$ cat config.mk
export PLATFORM = sky130hd
export DESIGN_NAME = btgw_seq
export DESIGN_NICKNAME = d
export VERILOG_FILES = /design/src/bitplane_text_glyph_writer_unit_assert.svh /design/src/btgw_pkg.sv /design/src/btgw_seq.sv
export SDC_FILE = /design/constraint.sdc
export NUM_CORES = 1
export LEC_CHECK = 0
export ABC_CLOCK_PERIOD_IN_PS = 1500
export BUFFER_PORTS_ARGS = -buffer_cell sky130_fd_sc_hd__buf_2
export CORE_AREA = 10 10 47 49
export DETAILED_ROUTE_END_ITERATION = 10
export DIE_AREA = 0 0 57 59
export GPL_TIMING_DRIVEN = 0
export PLACE_DENSITY_LB_ADDON = 0.15
export SLEW_MARGIN = 20
export SYNTH_ARGS = -nofsm -noshare
export SYNTH_HDL_FRONTEND = slang
export SYNTH_SLANG_ARGS = --single-unit
$ cat constraint.sdc
create_clock -name clk -period 1.5 [get_ports clk]
set_input_delay 0.15 -clock clk [delete_from_list [all_inputs] [get_ports clk]]
set_output_delay 0.15 -clock clk [all_outputs]
set_load 0.03 [all_outputs]
$ cat src/bitplane_text_glyph_writer_unit_assert.svh
// Assertion macros used by the glyph writer datapath.
// Each macro expects clk and arst_n in scope.
`ifndef BITPLANE_TEXT_GLYPH_WRITER_UNIT_ASSERT_SVH
`define BITPLANE_TEXT_GLYPH_WRITER_UNIT_ASSERT_SVH

// Consequent must hold in the same cycle as the antecedent.
`define BTGW_ASSERT_SAME(lbl, ante, cons, msg) \
	lbl: assert property (@(posedge clk) disable iff (!arst_n) (ante) |-> (cons)) \
		else $error(msg);

// Consequent must hold in the cycle after the antecedent.
`define BTGW_ASSERT_NEXT(lbl, ante, cons, msg) \
	lbl: assert property (@(posedge clk) disable iff (!arst_n) (ante) |=> (cons)) \
		else $error(msg);

`endif

$ cat src/btgw_pkg.sv
package btgw_pkg;

	localparam int ADDR_W = 24;

	// Input item fields
	typedef struct packed {
		logic       mode;
		logic [10:0] font_address;
		logic [7:0] font_byte;
		logic [7:0] character;
		logic       first_char;
		logic [8:0] x_position;
		logic [7:0] y_position;
		logic [3:0] colour;
		logic       colour_mode;
	} in_item_t;

	// Result item fields
	typedef struct packed {
		logic [ADDR_W-1:0] write_address;
		logic [7:0]        write_byte;
		logic              last;
	} out_item_t;

	// Microcode step addresses
	localparam logic [2:0] STEP_WAIT   = 3'd0;
	localparam logic [2:0] STEP_SELECT = 3'd1;
	localparam logic [2:0] STEP_PTR    = 3'd2;
	localparam logic [2:0] STEP_INIT   = 3'd3;
	localparam logic [2:0] STEP_EMIT   = 3'd4;
	localparam logic [2:0] STEP_ADV    = 3'd5;

	// Jump conditions
	localparam logic [2:0] COND_NEVER     = 3'd0;
	localparam logic [2:0] COND_ALWAYS    = 3'd1;
	localparam logic [2:0] COND_NO_DRAW   = 3'd2;
	localparam logic [2:0] COND_NOT_FIRST = 3'd3;
	localparam logic [2:0] COND_NOT_DONE  = 3'd4;

	// Glyph code offset and pointer steps
	localparam logic [7:0]        GLYPH_OFFSET  = 8'd32;
	localparam logic [ADDR_W-1:0] PTR_STEP_EVEN = 24'd1;
	localparam logic [ADDR_W-1:0] PTR_STEP_ODD  = 24'd7;

	// One control word
	typedef struct packed {
		logic       ready;
		logic       ptr_load;
		logic       row_init;
		logic       emit;
		logic       step_ptr;
		logic [2:0] cond;
		logic [2:0] target;
	} ctrl_t;

	// Datapath status seen by the sequencer
	typedef struct packed {
		logic draw_go;
		logic first;
		logic done;
	} stat_t;

	// Control store
	function automatic ctrl_t ucode(input logic [2:0] step);
		ctrl_t cw;
		cw = '0;
		unique case (step)
			STEP_WAIT: begin
				cw.ready  = 1'b1;
				cw.cond   = COND_NO_DRAW;
				cw.target = STEP_WAIT;
			end
			STEP_SELECT: begin
				cw.cond   = COND_NOT_FIRST;
				cw.target = STEP_INIT;
			end
			STEP_PTR: begin
				cw.ptr_load = 1'b1;
				cw.cond     = COND_NEVER;
				cw.target   = STEP_WAIT;
			end
			STEP_INIT: begin
				cw.row_init = 1'b1;
				cw.cond     = COND_NEVER;
				cw.target   = STEP_WAIT;
			end
			STEP_EMIT: begin
				cw.emit   = 1'b1;
				cw.cond   = COND_NOT_DONE;
				cw.target = STEP_EMIT;
			end
			STEP_ADV: begin
				cw.step_ptr = 1'b1;
				cw.cond     = COND_ALWAYS;
				cw.target   = STEP_WAIT;
			end
			default: begin
				cw.cond   = COND_ALWAYS;
				cw.target = STEP_WAIT;
			end
		endcase
		return cw;
	endfunction

endpackage

$ cat src/btgw_seq.sv
module btgw_seq
	import btgw_pkg::*;
(
	input  logic  clk,
	input  logic  arst_n,
	input  stat_t stat,
	output ctrl_t ctrl
);

	logic [2:0] step_q;
	logic       jump;

	assign ctrl = ucode(step_q);

	// Evaluate the jump condition of the current word
	always_comb begin
		unique case (ctrl.cond)
			COND_NEVER:     jump = 1'b0;
			COND_ALWAYS:    jump = 1'b1;
			COND_NO_DRAW:   jump = !stat.draw_go;
			COND_NOT_FIRST: jump = !stat.first;
			COND_NOT_DONE:  jump = !stat.done;
			default:        jump = 1'b1;
		endcase
	end

	// Advance or jump the step counter
	always_ff @(posedge clk or negedge arst_n) begin
		if (!arst_n) begin
			step_q <= STEP_WAIT;
		end else if (jump) begin
			step_q <= ctrl.target;
		end else begin
			step_q <= step_q + 3'd1;
		end
	end

endmodule

==> results of run 1 <==
[final timing paths]
check                      startpoint         to  slack (ns)  cells after the start
setup / recovery            step_q[0]    ctrl[1]        0.05                      4
hold / removal                 arst_n  step_q[0]        0.23                      2
setup reg to reg            step_q[0]  step_q[1]        0.20                      6
hold reg to reg             step_q[2]  step_q[2]        0.67                      2
max in group asynchronous      arst_n  step_q[1]        1.15                      2
min in group clk              stat[2]  step_q[0]        0.23                      3
[through the flow]
| step | power [mW] | setup WS [ns] | hold slack [ns] |
|---|---|---|---|
| 2_1_floorplan | 0.853 | 0.0310 | -0.146 |
| 3_3_place_gp | 1.08 | -0.0273 | -0.0523 |
| 3_5_place_dp | 1.08 | -0.0299 | -0.0534 |
| 4_1_cts | 1.43 | 0.00484 | 0.223 |
| 5_1_grt | 1.62 | -0.0150 | 0.255 |
| 6_report | 1.48 | 0.0469 | 0.232 |
[layer usage]
layer  GRT usage  up-vias
met1      0.0619      136
met3      0.0107        0
li1            -      169
met4      0.0436        0
met2      0.0868        9
met5           0        -
[Yosys cell counts, types with 2 or more instances]
cell type and number:
o21ai_0 2, nand3_1 2, buf_4 2, o21ai_1 2, nand2_1 2, and2b_2 2, dfrtp_1 3, ha_1 5
inv_1 7
[what timing repair did]
action | CTS | global route
hold buffers | 1 | 0
resized for setup | 16 | 9
pin swaps | 1 | 2
hold endpoints to repair | 3 | 0
setup buffers | 4 | 1
endpoints found under the setup margin | 9 | 6
[power groups by stage]
stage | logic [mW] | clock network [mW] | registers [mW]
floorplan | 0.688 | 0 | 0.164
global placement | 0.891 | 0 | 0.187
detailed placement | 0.893 | 0 | 0.184
CTS | 1.09 | 0.149 | 0.189
global route | 1.27 | 0.151 | 0.205
finish | 1.15 | 0.139 | 0.195
[kinds of logic (layout without fill, tap and decap cells)]
family | count (synthesis) | in the layout | synth area share
DFF | 3 | 3 | 0.239
buffers and inverters | 9 | 34 | 0.131
and+or+nand+nor | 11 | 11 | 0.215
adders and majority gates | 5 | 5 | 0.199
AOI/OAI and AO/OA | 9 | 9 | 0.215
[cell type report]
type	count	area, um2
Clock buffer	4	26.3
Fill cell	160	845
Buffer	2	15.0
Timing Repair Buffer	21	151
Sequential cell	3	77.6
Tap cell	16	20.0
Inverter	7	31.3
Multi-Input combinational cell	25	235
==> flow_summary_export.csv, run 1 <==
group,metric,value,unit
cells_and_area,fin_nets,73,
flow_run,cap_violations,0,
global_routing,grt_pass1_vias,354,
setup_path,start_kind,"flip-flop",
drt,viasPerCell,4.03,
logic_synthesis,yosys.area.top_type,"dfrtp_1",
die,die_x,57,um
pwr,vdd_drop_max,0.00109,V
setup_path,crit_family,"flip-flops",
die,design.die.area,0.00336,mm2
setup_path,crit_buf_inv,2,
drt,drc,0,
timing,tightest_slew,0.234,ns
global_routing,grt_max_degree,8,
pwr,leakage,0.299,nW
logic_synthesis,ys_seq_elements,3,
die,fp.dieH,59,um
timing,hold_viol_final,0,
timing,rsz0062_at_grt,"true",
cells_and_area,layout_common_cells,"buf_2, buf_4, buf_6",
cells_and_area,final_cells,78,
setup_path,crit_required,1.35,ns
die,rows,14,
setup_path,cp_slowest_cell,"dfrtp_2",
logic_synthesis,yosys_warnings,0,
cells_and_area,final_common_cell,"buf_2",
drt,drt_iter0_markers,2,
drt,routedWlPerCell,11.1,um
drt,num_vias,314,
logic_synthesis,synth_area_leaders,"dfrtp_1, ha_1, inv_1",
hold_path,worstHoldPathType,"in2async",
logic_synthesis,ys.flop_type,"dfrtp_1",
clocking,clock_latency,0.23,ns
logic_synthesis,synth_area_per_cell,8.49,um2
timing,slew_headroom,0.844,
logic_synthesis,syn_inst,37,
setup_path,arrival,1.30,ns
logic_synthesis,syn_area,314,um2
global_routing,grt-ovfl-total,0,
global_routing,grt_pass1_wl,1.48,mm
cells_and_area,final_core_util,0.397,
drt,met3_length,40,um
clocking,clkTransAtPathRegs,0.04,ns
timing,finalSetupTns,0,ns
timing,slew_violations,0,
pwr,p_sw_frac,0.506,
placement,dp_cells,68,
global_routing,grt_use_total,0.0545,
logic_synthesis,synth_cell_types,19,
drt,wl_met2,430,um
cells_and_area,regMostFlops,"step_q",
pwr,clkPwrFrac,0.094,
cells_and_area,syn_to_final_growth,77.3,%
logic_synthesis,async_flop_share,1.00,
pwr,pwr-share-seq,0.132,
placement,dpl_cell_area,409,um2
drt,wl_met1,396,um
clocking,cts_buffers,3,
global_routing,antenna_found_initial,0,
setup_path,max_stage_delay,0.45,ns
clocking,cts_sinks,3,
clocking,cts-root-buf,"clkbuf_4",
cells_and_area,drive_gt1_frac,0.661,
timing,timing.fmax,688,MHz
placement,place_congestion,0.748,
cells_and_area,num_antenna_cells,0,
logic_synthesis,synth_top_area_share,0.239,
drt,top_layer_used,"met3",
timing,final.period_utilization,0.969,
drt,final_antenna_net_count,0,
die,io_pins,16,
die,coreArea,0.00140,mm2
setup_path,critPathCaptureType,"output port",
cells_and_area,finish.instance_area,557,um2
setup_path,crit_fanout,4,
timing,finalCriticalPeriod,1.45,ns
drt,routed_wirelength,867,um
drt,drtPass1Iterations,2,
cells_and_area,reg.largest.list,"step_q: 3 flops",
setup_path,critPathKind,"reg2out",
clocking,cts_buffer_depth,2,
die,initial_core_util,0.224,
pwr,p_int,0.733,mW
outcome,outcome,"complete, no violations",
logic_synthesis,synth_edf_count,0,
logic_synthesis,syn_nets,47,
pwr,p_switching,0.749,mW
clocking,cts_tree,"built",
pwr,pwr-share-comb,0.774,
placement,port_buffers,15,
setup_path,crit_chain,"ha_4 -> and2b_1 -> buf_4 -> buf_6",
clocking,h-tree-depth,1,
cells_and_area,largest_reg_flops,3,
timing,finalClockSkew,0.000783,ns
pwr,power.density,2660,mW/mm2
timing,setup_viol,0,
logic_synthesis,ys_seq_area_frac,0.239,
Note: power is estimated with default switching activity, not from simulation.
==> run 2, diff against run 1 <==
--- a/config.mk
+++ b/config.mk
@@ -11,7 +11,7 @@
 export DETAILED_ROUTE_END_ITERATION = 10
 export DIE_AREA = 0 0 57 59
 export GPL_TIMING_DRIVEN = 0
-export PLACE_DENSITY_LB_ADDON = 0.15
+export PLACE_DENSITY = 0.5
 export SLEW_MARGIN = 20
 export SYNTH_ARGS = -nofsm -noshare
 export SYNTH_HDL_FRONTEND = slang
==> flow_summary_export.csv, run 2 (synthesized netlist as in run 1, its figures left out) <==
group,metric,value,unit
outcome,outcome,"complete, no violations",
clocking,h-tree-depth,1,
drt,drtPass1Iterations,3,
pwr,vdd_drop_max,0.000865,V
timing,setup_ws,0.0485,ns
timing,rsz0062_at_grt,"false",
timing,final.period_utilization,0.968,
cells_and_area,layout_common_cells,"buf_2, buf_4, buf_6",
timing,slew_violations,0,
clocking,cts-root-buf,"clkbuf_4",
cells_and_area,reg.largest.list,"step_q: 3 flops",
timing,timing.hold.ws,0.238,ns
global_routing,grt_pass1_wl,1.43,mm
flow_run,cap_violations,0,
cells_and_area,fillers,152,
setup_path,crit_required,1.35,ns
placement,place_congestion,0.762,
die,design.die.area,0.00336,mm2
cells_and_area,regMostFlops,"step_q",
cells_and_area,finish.instance_area,544,um2
cells_and_area,num_antenna_cells,0,
cells_and_area,final_core_util,0.388,
clocking,cts_buffer_depth,2,
drt,drc,0,
drt,viasPerCell,4.35,
placement,hpwlAfterDp,669,um
die,initial_core_util,0.224,
setup_path,max_stage_delay,0.42,ns
die,coreArea,0.00140,mm2
setup_path,arrival,1.30,ns
cells_and_area,largest_reg_flops,3,
global_routing,grt_pass1_vias,333,
global_routing,antenna_found_initial,0,
timing,timing.fmax,689,MHz
timing,finalClockSkew,0.0000486,ns
cells_and_area,fin_nets,72,
cells_and_area,syn_to_final_growth,73.3,%
clocking,cts_buffers,3,
setup_path,crit_fanout,5,
setup_path,cp_slowest_cell,"dfrtp_2",
setup_path,start_kind,"flip-flop",
drt,routed_wirelength,870,um
pwr,leakage,0.295,nW
timing,setup_viol,0,
pwr,power.density,2680,mW/mm2
clocking,clkTransAtPathRegs,0.03,ns
drt,final_antenna_net_count,0,
cells_and_area,multi_input_area,233,um2
cells_and_area,drive_gt1_frac,0.639,
hold_path,worstHoldPathType,"in2async",
timing,finalSetupTns,0,ns
drt,drt_iter0_markers,2,
die,io_pins,16,
setup_path,critPathCaptureType,"output port",
global_routing,grt_max_degree,8,
die,rows,14,
drt,routedWlPerCell,11.3,um
placement,pre_cts_slack,-0.0126,ns
drt,num_vias,335,
timing,slew_headroom,0.851,
timing,hold_viol_final,0,
placement,port_buffers,15,
clocking,cts_sinks,3,
global_routing,grt-ovfl-total,0,
placement,dp_cells,68,
cells_and_area,seqCellArea,77.6,um2
cells_and_area,final_common_cell,"buf_2",
global_routing,grt_use_total,0.0540,
clocking,clock_latency,0.23,ns
cells_and_area,final_cells,77,
die,die_x,57,um
die,fp.dieH,59,um
pwr,finalPower,1.46,mW
timing,finalCriticalPeriod,1.45,ns
setup_path,crit_chain,"buf_4 -> ha_1 -> and2b_2 -> buf_6",
timing,tightest_slew,0.224,ns
setup_path,critPathKind,"reg2out",
placement,dpl_cell_area,409,um2
clocking,cts_tree,"built",
run 2: cell type report:
type                            count  share of cell area
Inverter                            7              0.0529
Clock buffer                        4              0.0483
Buffer                              2              0.0276
Sequential cell                     3               0.143
Tap cell                           16              0.0368
Multi-Input combinational cell     25               0.428
Timing Repair Buffer               20               0.264
run 2: metal layers:
layer | track usage | vias up | part of all wire
li1 | - | 170 | -
met1 | 0.0558 | 151 | 0.40
met2 | 0.0837 | 12 | 0.51
met3 | 0.0322 | 2 | 0.084
met4 | 0.0302 | 0 | 0.0069
met5 | 0 | - | 0
run 2: report_power, final:
group | total [mW] | switching, mW | leakage [nW] | internal (mW)
clock | 0.139 | 0.0391 | 0.0150 | 0.0995
sequential | 0.186 | 0.0592 | 0.0351 | 0.127
combinational | 1.13 | 0.647 | 0.245 | 0.488
total | 1.46 | 0.745 | 0.295 | 0.714
run 2: path summary, 6_finish.rpt:
check                          start        end  slack, ns  cells after the start
max                        step_q[1]    ctrl[9]       0.05                      4
min                           arst_n  step_q[2]       0.24                      2
max reg2reg                step_q[0]  step_q[2]       0.20                      6
min reg2reg                step_q[2]  step_q[2]       0.68                      2
max in group asynchronous     arst_n  step_q[1]       1.14                      2
min in group clk             stat[2]  step_q[0]       0.24                      3
run 2: what timing repair did:
action,4_1_cts,5_1_grt
endpoints found under the hold margin,3,0
setup buffers,2,2
gates cloned,0,0
gates resized for setup,14,9
hold buffers,1,0
pin swaps,0,2
setup endpoints to repair,8,5
run 2: worst max-delay path, delay by kind of cell, from the launching register on:
| kind | cells | cell delay (ns) |
|---|---|---|
| adders and majority gates | 1 | 0.17 |
| and+or+nand+nor | 1 | 0.19 |
| buffers and inverters | 2 | 0.29 |
| DFF | 1 | 0.42 |
==> run 3, diff against run 2 <==
--- a/config.mk
+++ b/config.mk
@@ -5,13 +5,14 @@
 export SDC_FILE = /design/constraint.sdc
 export NUM_CORES = 1
 export LEC_CHECK = 0
+export ABC_AREA = 1
 export ABC_CLOCK_PERIOD_IN_PS = 1500
 export BUFFER_PORTS_ARGS = -buffer_cell sky130_fd_sc_hd__buf_2
 export CORE_AREA = 10 10 47 49
 export DETAILED_ROUTE_END_ITERATION = 10
 export DIE_AREA = 0 0 57 59
 export GPL_TIMING_DRIVEN = 0
-export PLACE_DENSITY = 0.5
+export PLACE_DENSITY = 0.54
 export SLEW_MARGIN = 20
 export SYNTH_ARGS = -nofsm -noshare
 export SYNTH_HDL_FRONTEND = slang
==> flow_summary_export.csv, run 3 <==
group,metric,value,unit
logic_synthesis,synth_area_leaders,"dfrtp_1, ha_1, inv_1",
hold_path,worstHoldPathType,"in2async",
clocking,cts_buffers,3,
die,die_x,57,um
cells_and_area,layout_common_cells,"buf_2, nand2_1, inv_1, buf_4",
cells_and_area,drive_gt1_frac,0.560,
cells_and_area,final_common_cell,"buf_2",
cells_and_area,final_cells,91,
global_routing,grt_pass1_vias,357,
setup_path,crit_family,"flip-flops",
clocking,cts_tree,"built",
global_routing,grt_pass1_wl,1.57,mm
logic_synthesis,yosysMostFrequentCell,"inv_1",
logic_synthesis,synth_mux_area_frac,0,
setup_path,max_stage_delay,0.44,ns
timing,finalClockSkew,0.00597,ns
drt,num_vias,375,
logic_synthesis,async_flop_share,1.00,
placement,hpwlAfterDp,714,um
drt,drc,0,
cells_and_area,reg.largest.list,"step_q: 3 flops",
drt,viasPerCell,4.12,
logic_synthesis,syn_nets,61,
timing,tightest_slew,0.216,ns
cells_and_area,regMostFlops,"step_q",
setup_path,critPathKind,"reg2out",
pwr,power.density,2630,mW/mm2
setup_path,crit_chain,"inv_2 -> ha_4 -> nand2_1 -> inv_1 -> buf_4 -> buf_6",
placement,port_buffers,15,
clocking,cts_sinks,3,
timing,slew_headroom,0.856,
logic_synthesis,synthSimpleGateAreaFrac,0.420,
cells_and_area,largest_reg_flops,3,
cells_and_area,fillers,165,
die,initial_core_util,0.257,
setup_path,start_kind,"flip-flop",
clocking,h-tree-depth,1,
logic_synthesis,synth-compound-area-share,0.0139,
cells_and_area,fin_nets,86,
cells_and_area,multi_input_area,244,um2
global_routing,grt_use_total,0.0571,
logic_synthesis,synth_area_per_cell,7.07,um2
timing,timing.hold.ws,0.241,ns
logic_synthesis,ys_seq_area_frac,0.208,
cells_and_area,seqCellArea,76.3,um2
clocking,clock_latency,0.24,ns
die,rows,14,
logic_synthesis,synth_xor_area_frac,0,
logic_synthesis,yosys_warnings,0,
drt,routed_wirelength,930,um
pwr,leakage,0.355,nW
placement,dpl_cell_area,455,um2
setup_path,crit_required,1.35,ns
clocking,cts-root-buf,"clkbuf_4",
logic_synthesis,syn_inst,51,
setup_path,crit_buf_inv,4,
die,io_pins,16,
logic_synthesis,synthTopCellsByCount,"inv_1, nand2_1, ha_1, nand2_2, nand3_1",
cells_and_area,finish.instance_area,566,um2
setup_path,arrival,1.30,ns
logic_synthesis,synth_cell_types,14,
timing,slew_violations,0,
logic_synthesis,yosys.area_share.adder,0.174,
timing,timing.fmax,689,MHz
logic_synthesis,synth_top_area_share,0.208,
setup_path,crit_fanout,4,
cells_and_area,syn_to_final_growth,56.9,%
outcome,outcome,"complete, no violations",
die,design.die.area,0.00336,mm2
timing,setup_viol,0,
logic_synthesis,synth_top_family_by_area,"simple AND/OR/NAND/NOR gates",
logic_synthesis,yosys.area.top_type,"dfrtp_1",
logic_synthesis,ys.flop_type,"dfrtp_1",
drt,drtPass1Iterations,2,
drt,routedWlPerCell,10.2,um
placement,place_congestion,0.674,
logic_synthesis,ys_seq_elements,3,
clocking,cts_buffer_depth,2,
clocking,clkTransAtPathRegs,0.04,ns
global_routing,grt_max_degree,6,
cells_and_area,num_antenna_cells,0,
flow_run,cap_violations,0,
timing,finalSetupTns,0,ns
drt,drt_iter0_markers,2,
setup_path,critPathCaptureType,"output port",
logic_synthesis,syn_area,360,um2
setup_path,cp_slowest_cell,"dfrtp_2",
die,coreArea,0.00140,mm2
drt,final_antenna_net_count,0,
die,fp.dieH,59,um
global_routing,antenna_found_initial,0,
timing,finalCriticalPeriod,1.45,ns
placement,dp_cells,82,
global_routing,grt-ovfl-total,0,
pwr,vdd_drop_max,0.000979,V
timing,hold_viol_final,0,
timing,final.period_utilization,0.967,
timing,rsz0062_at_grt,"true",
logic_synthesis,synth_edf_count,0,
==> run 3: cell count changes in the layout (fill, tap and decap cells not counted), sizes merged, moves of 3 or more <==
cell   delta
nand2    +15
inv       +6
nand3     +4
o21ai     -4
and2b     -3
nor2      +3
==> run 3: through the flow <==
stage               setup WS (ns)  power (mW)  utilization
finish                     0.0493        1.49        0.404
CTS                       -0.0171        1.40        0.369
global route              -0.0251        1.64        0.404
detailed placement          0.102        1.17        0.325
floorplan                  0.0977       0.949            -
global placement           0.0983        1.16        0.325
==> run 3: what timing repair did <==
item / CTS / global route
hold buffers: 1 / 0
endpoints found under the hold margin: 3 / 0
setup buffers: 2 / 2
endpoints found under the setup margin: 7 / 6
resized for setup: 7 / 9
==> run 3: power breakdown <==
| group | switching (mW) | total [mW] | internal, mW |
|---|---|---|---|
| combinational | 0.726 | 1.17 | 0.446 |
| sequential | 0.0499 | 0.172 | 0.123 |
| clock | 0.0450 | 0.145 | 0.0999 |
| total | 0.821 | 1.49 | 0.668 |
==> run 3: worst paths after layout <==
path | start | endpoint | slack (ns) | cells past startpoint
worst max-delay path | step_q[0] | ctrl[5] | 0.05 | 6
worst min-delay path | arst_n | step_q[2] | 0.24 | 2
worst max register to register | step_q[0] | step_q[0] | 0.24 | 8
worst min register to register | step_q[2] | step_q[2] | 0.78 | 4
max in group asynchronous | arst_n | step_q[0] | 1.13 | 2
min in group clk | stat[1] | step_q[1] | 0.30 | 5
==> run 3: cell type report <==
class | count | share of cell area
multi-input combinational | 33 | 0.431
timing repair buffer | 20 | 0.235
sequential | 3 | 0.135
inverter | 13 | 0.0907
clock buffer | 4 | 0.0465
tap | 16 | 0.0354
buffer | 2 | 0.0265
==> run 3: logic make-up after synthesis <==
logic type	after synthesis
adders and majority gates	5
DFF	3
and+or+nand+nor	27
AOI/OAI and AO/OA	1
buffers and inverters	15
==> run 3: layer usage <==
layer,global-route usage,wire (um),vias to the layer above
li1,-,-,197
met1,0.0631,381,170
met2,0.0837,463,8
met3,0.0343,85,0
met4,0.0302,0,0
met5,0,0,-
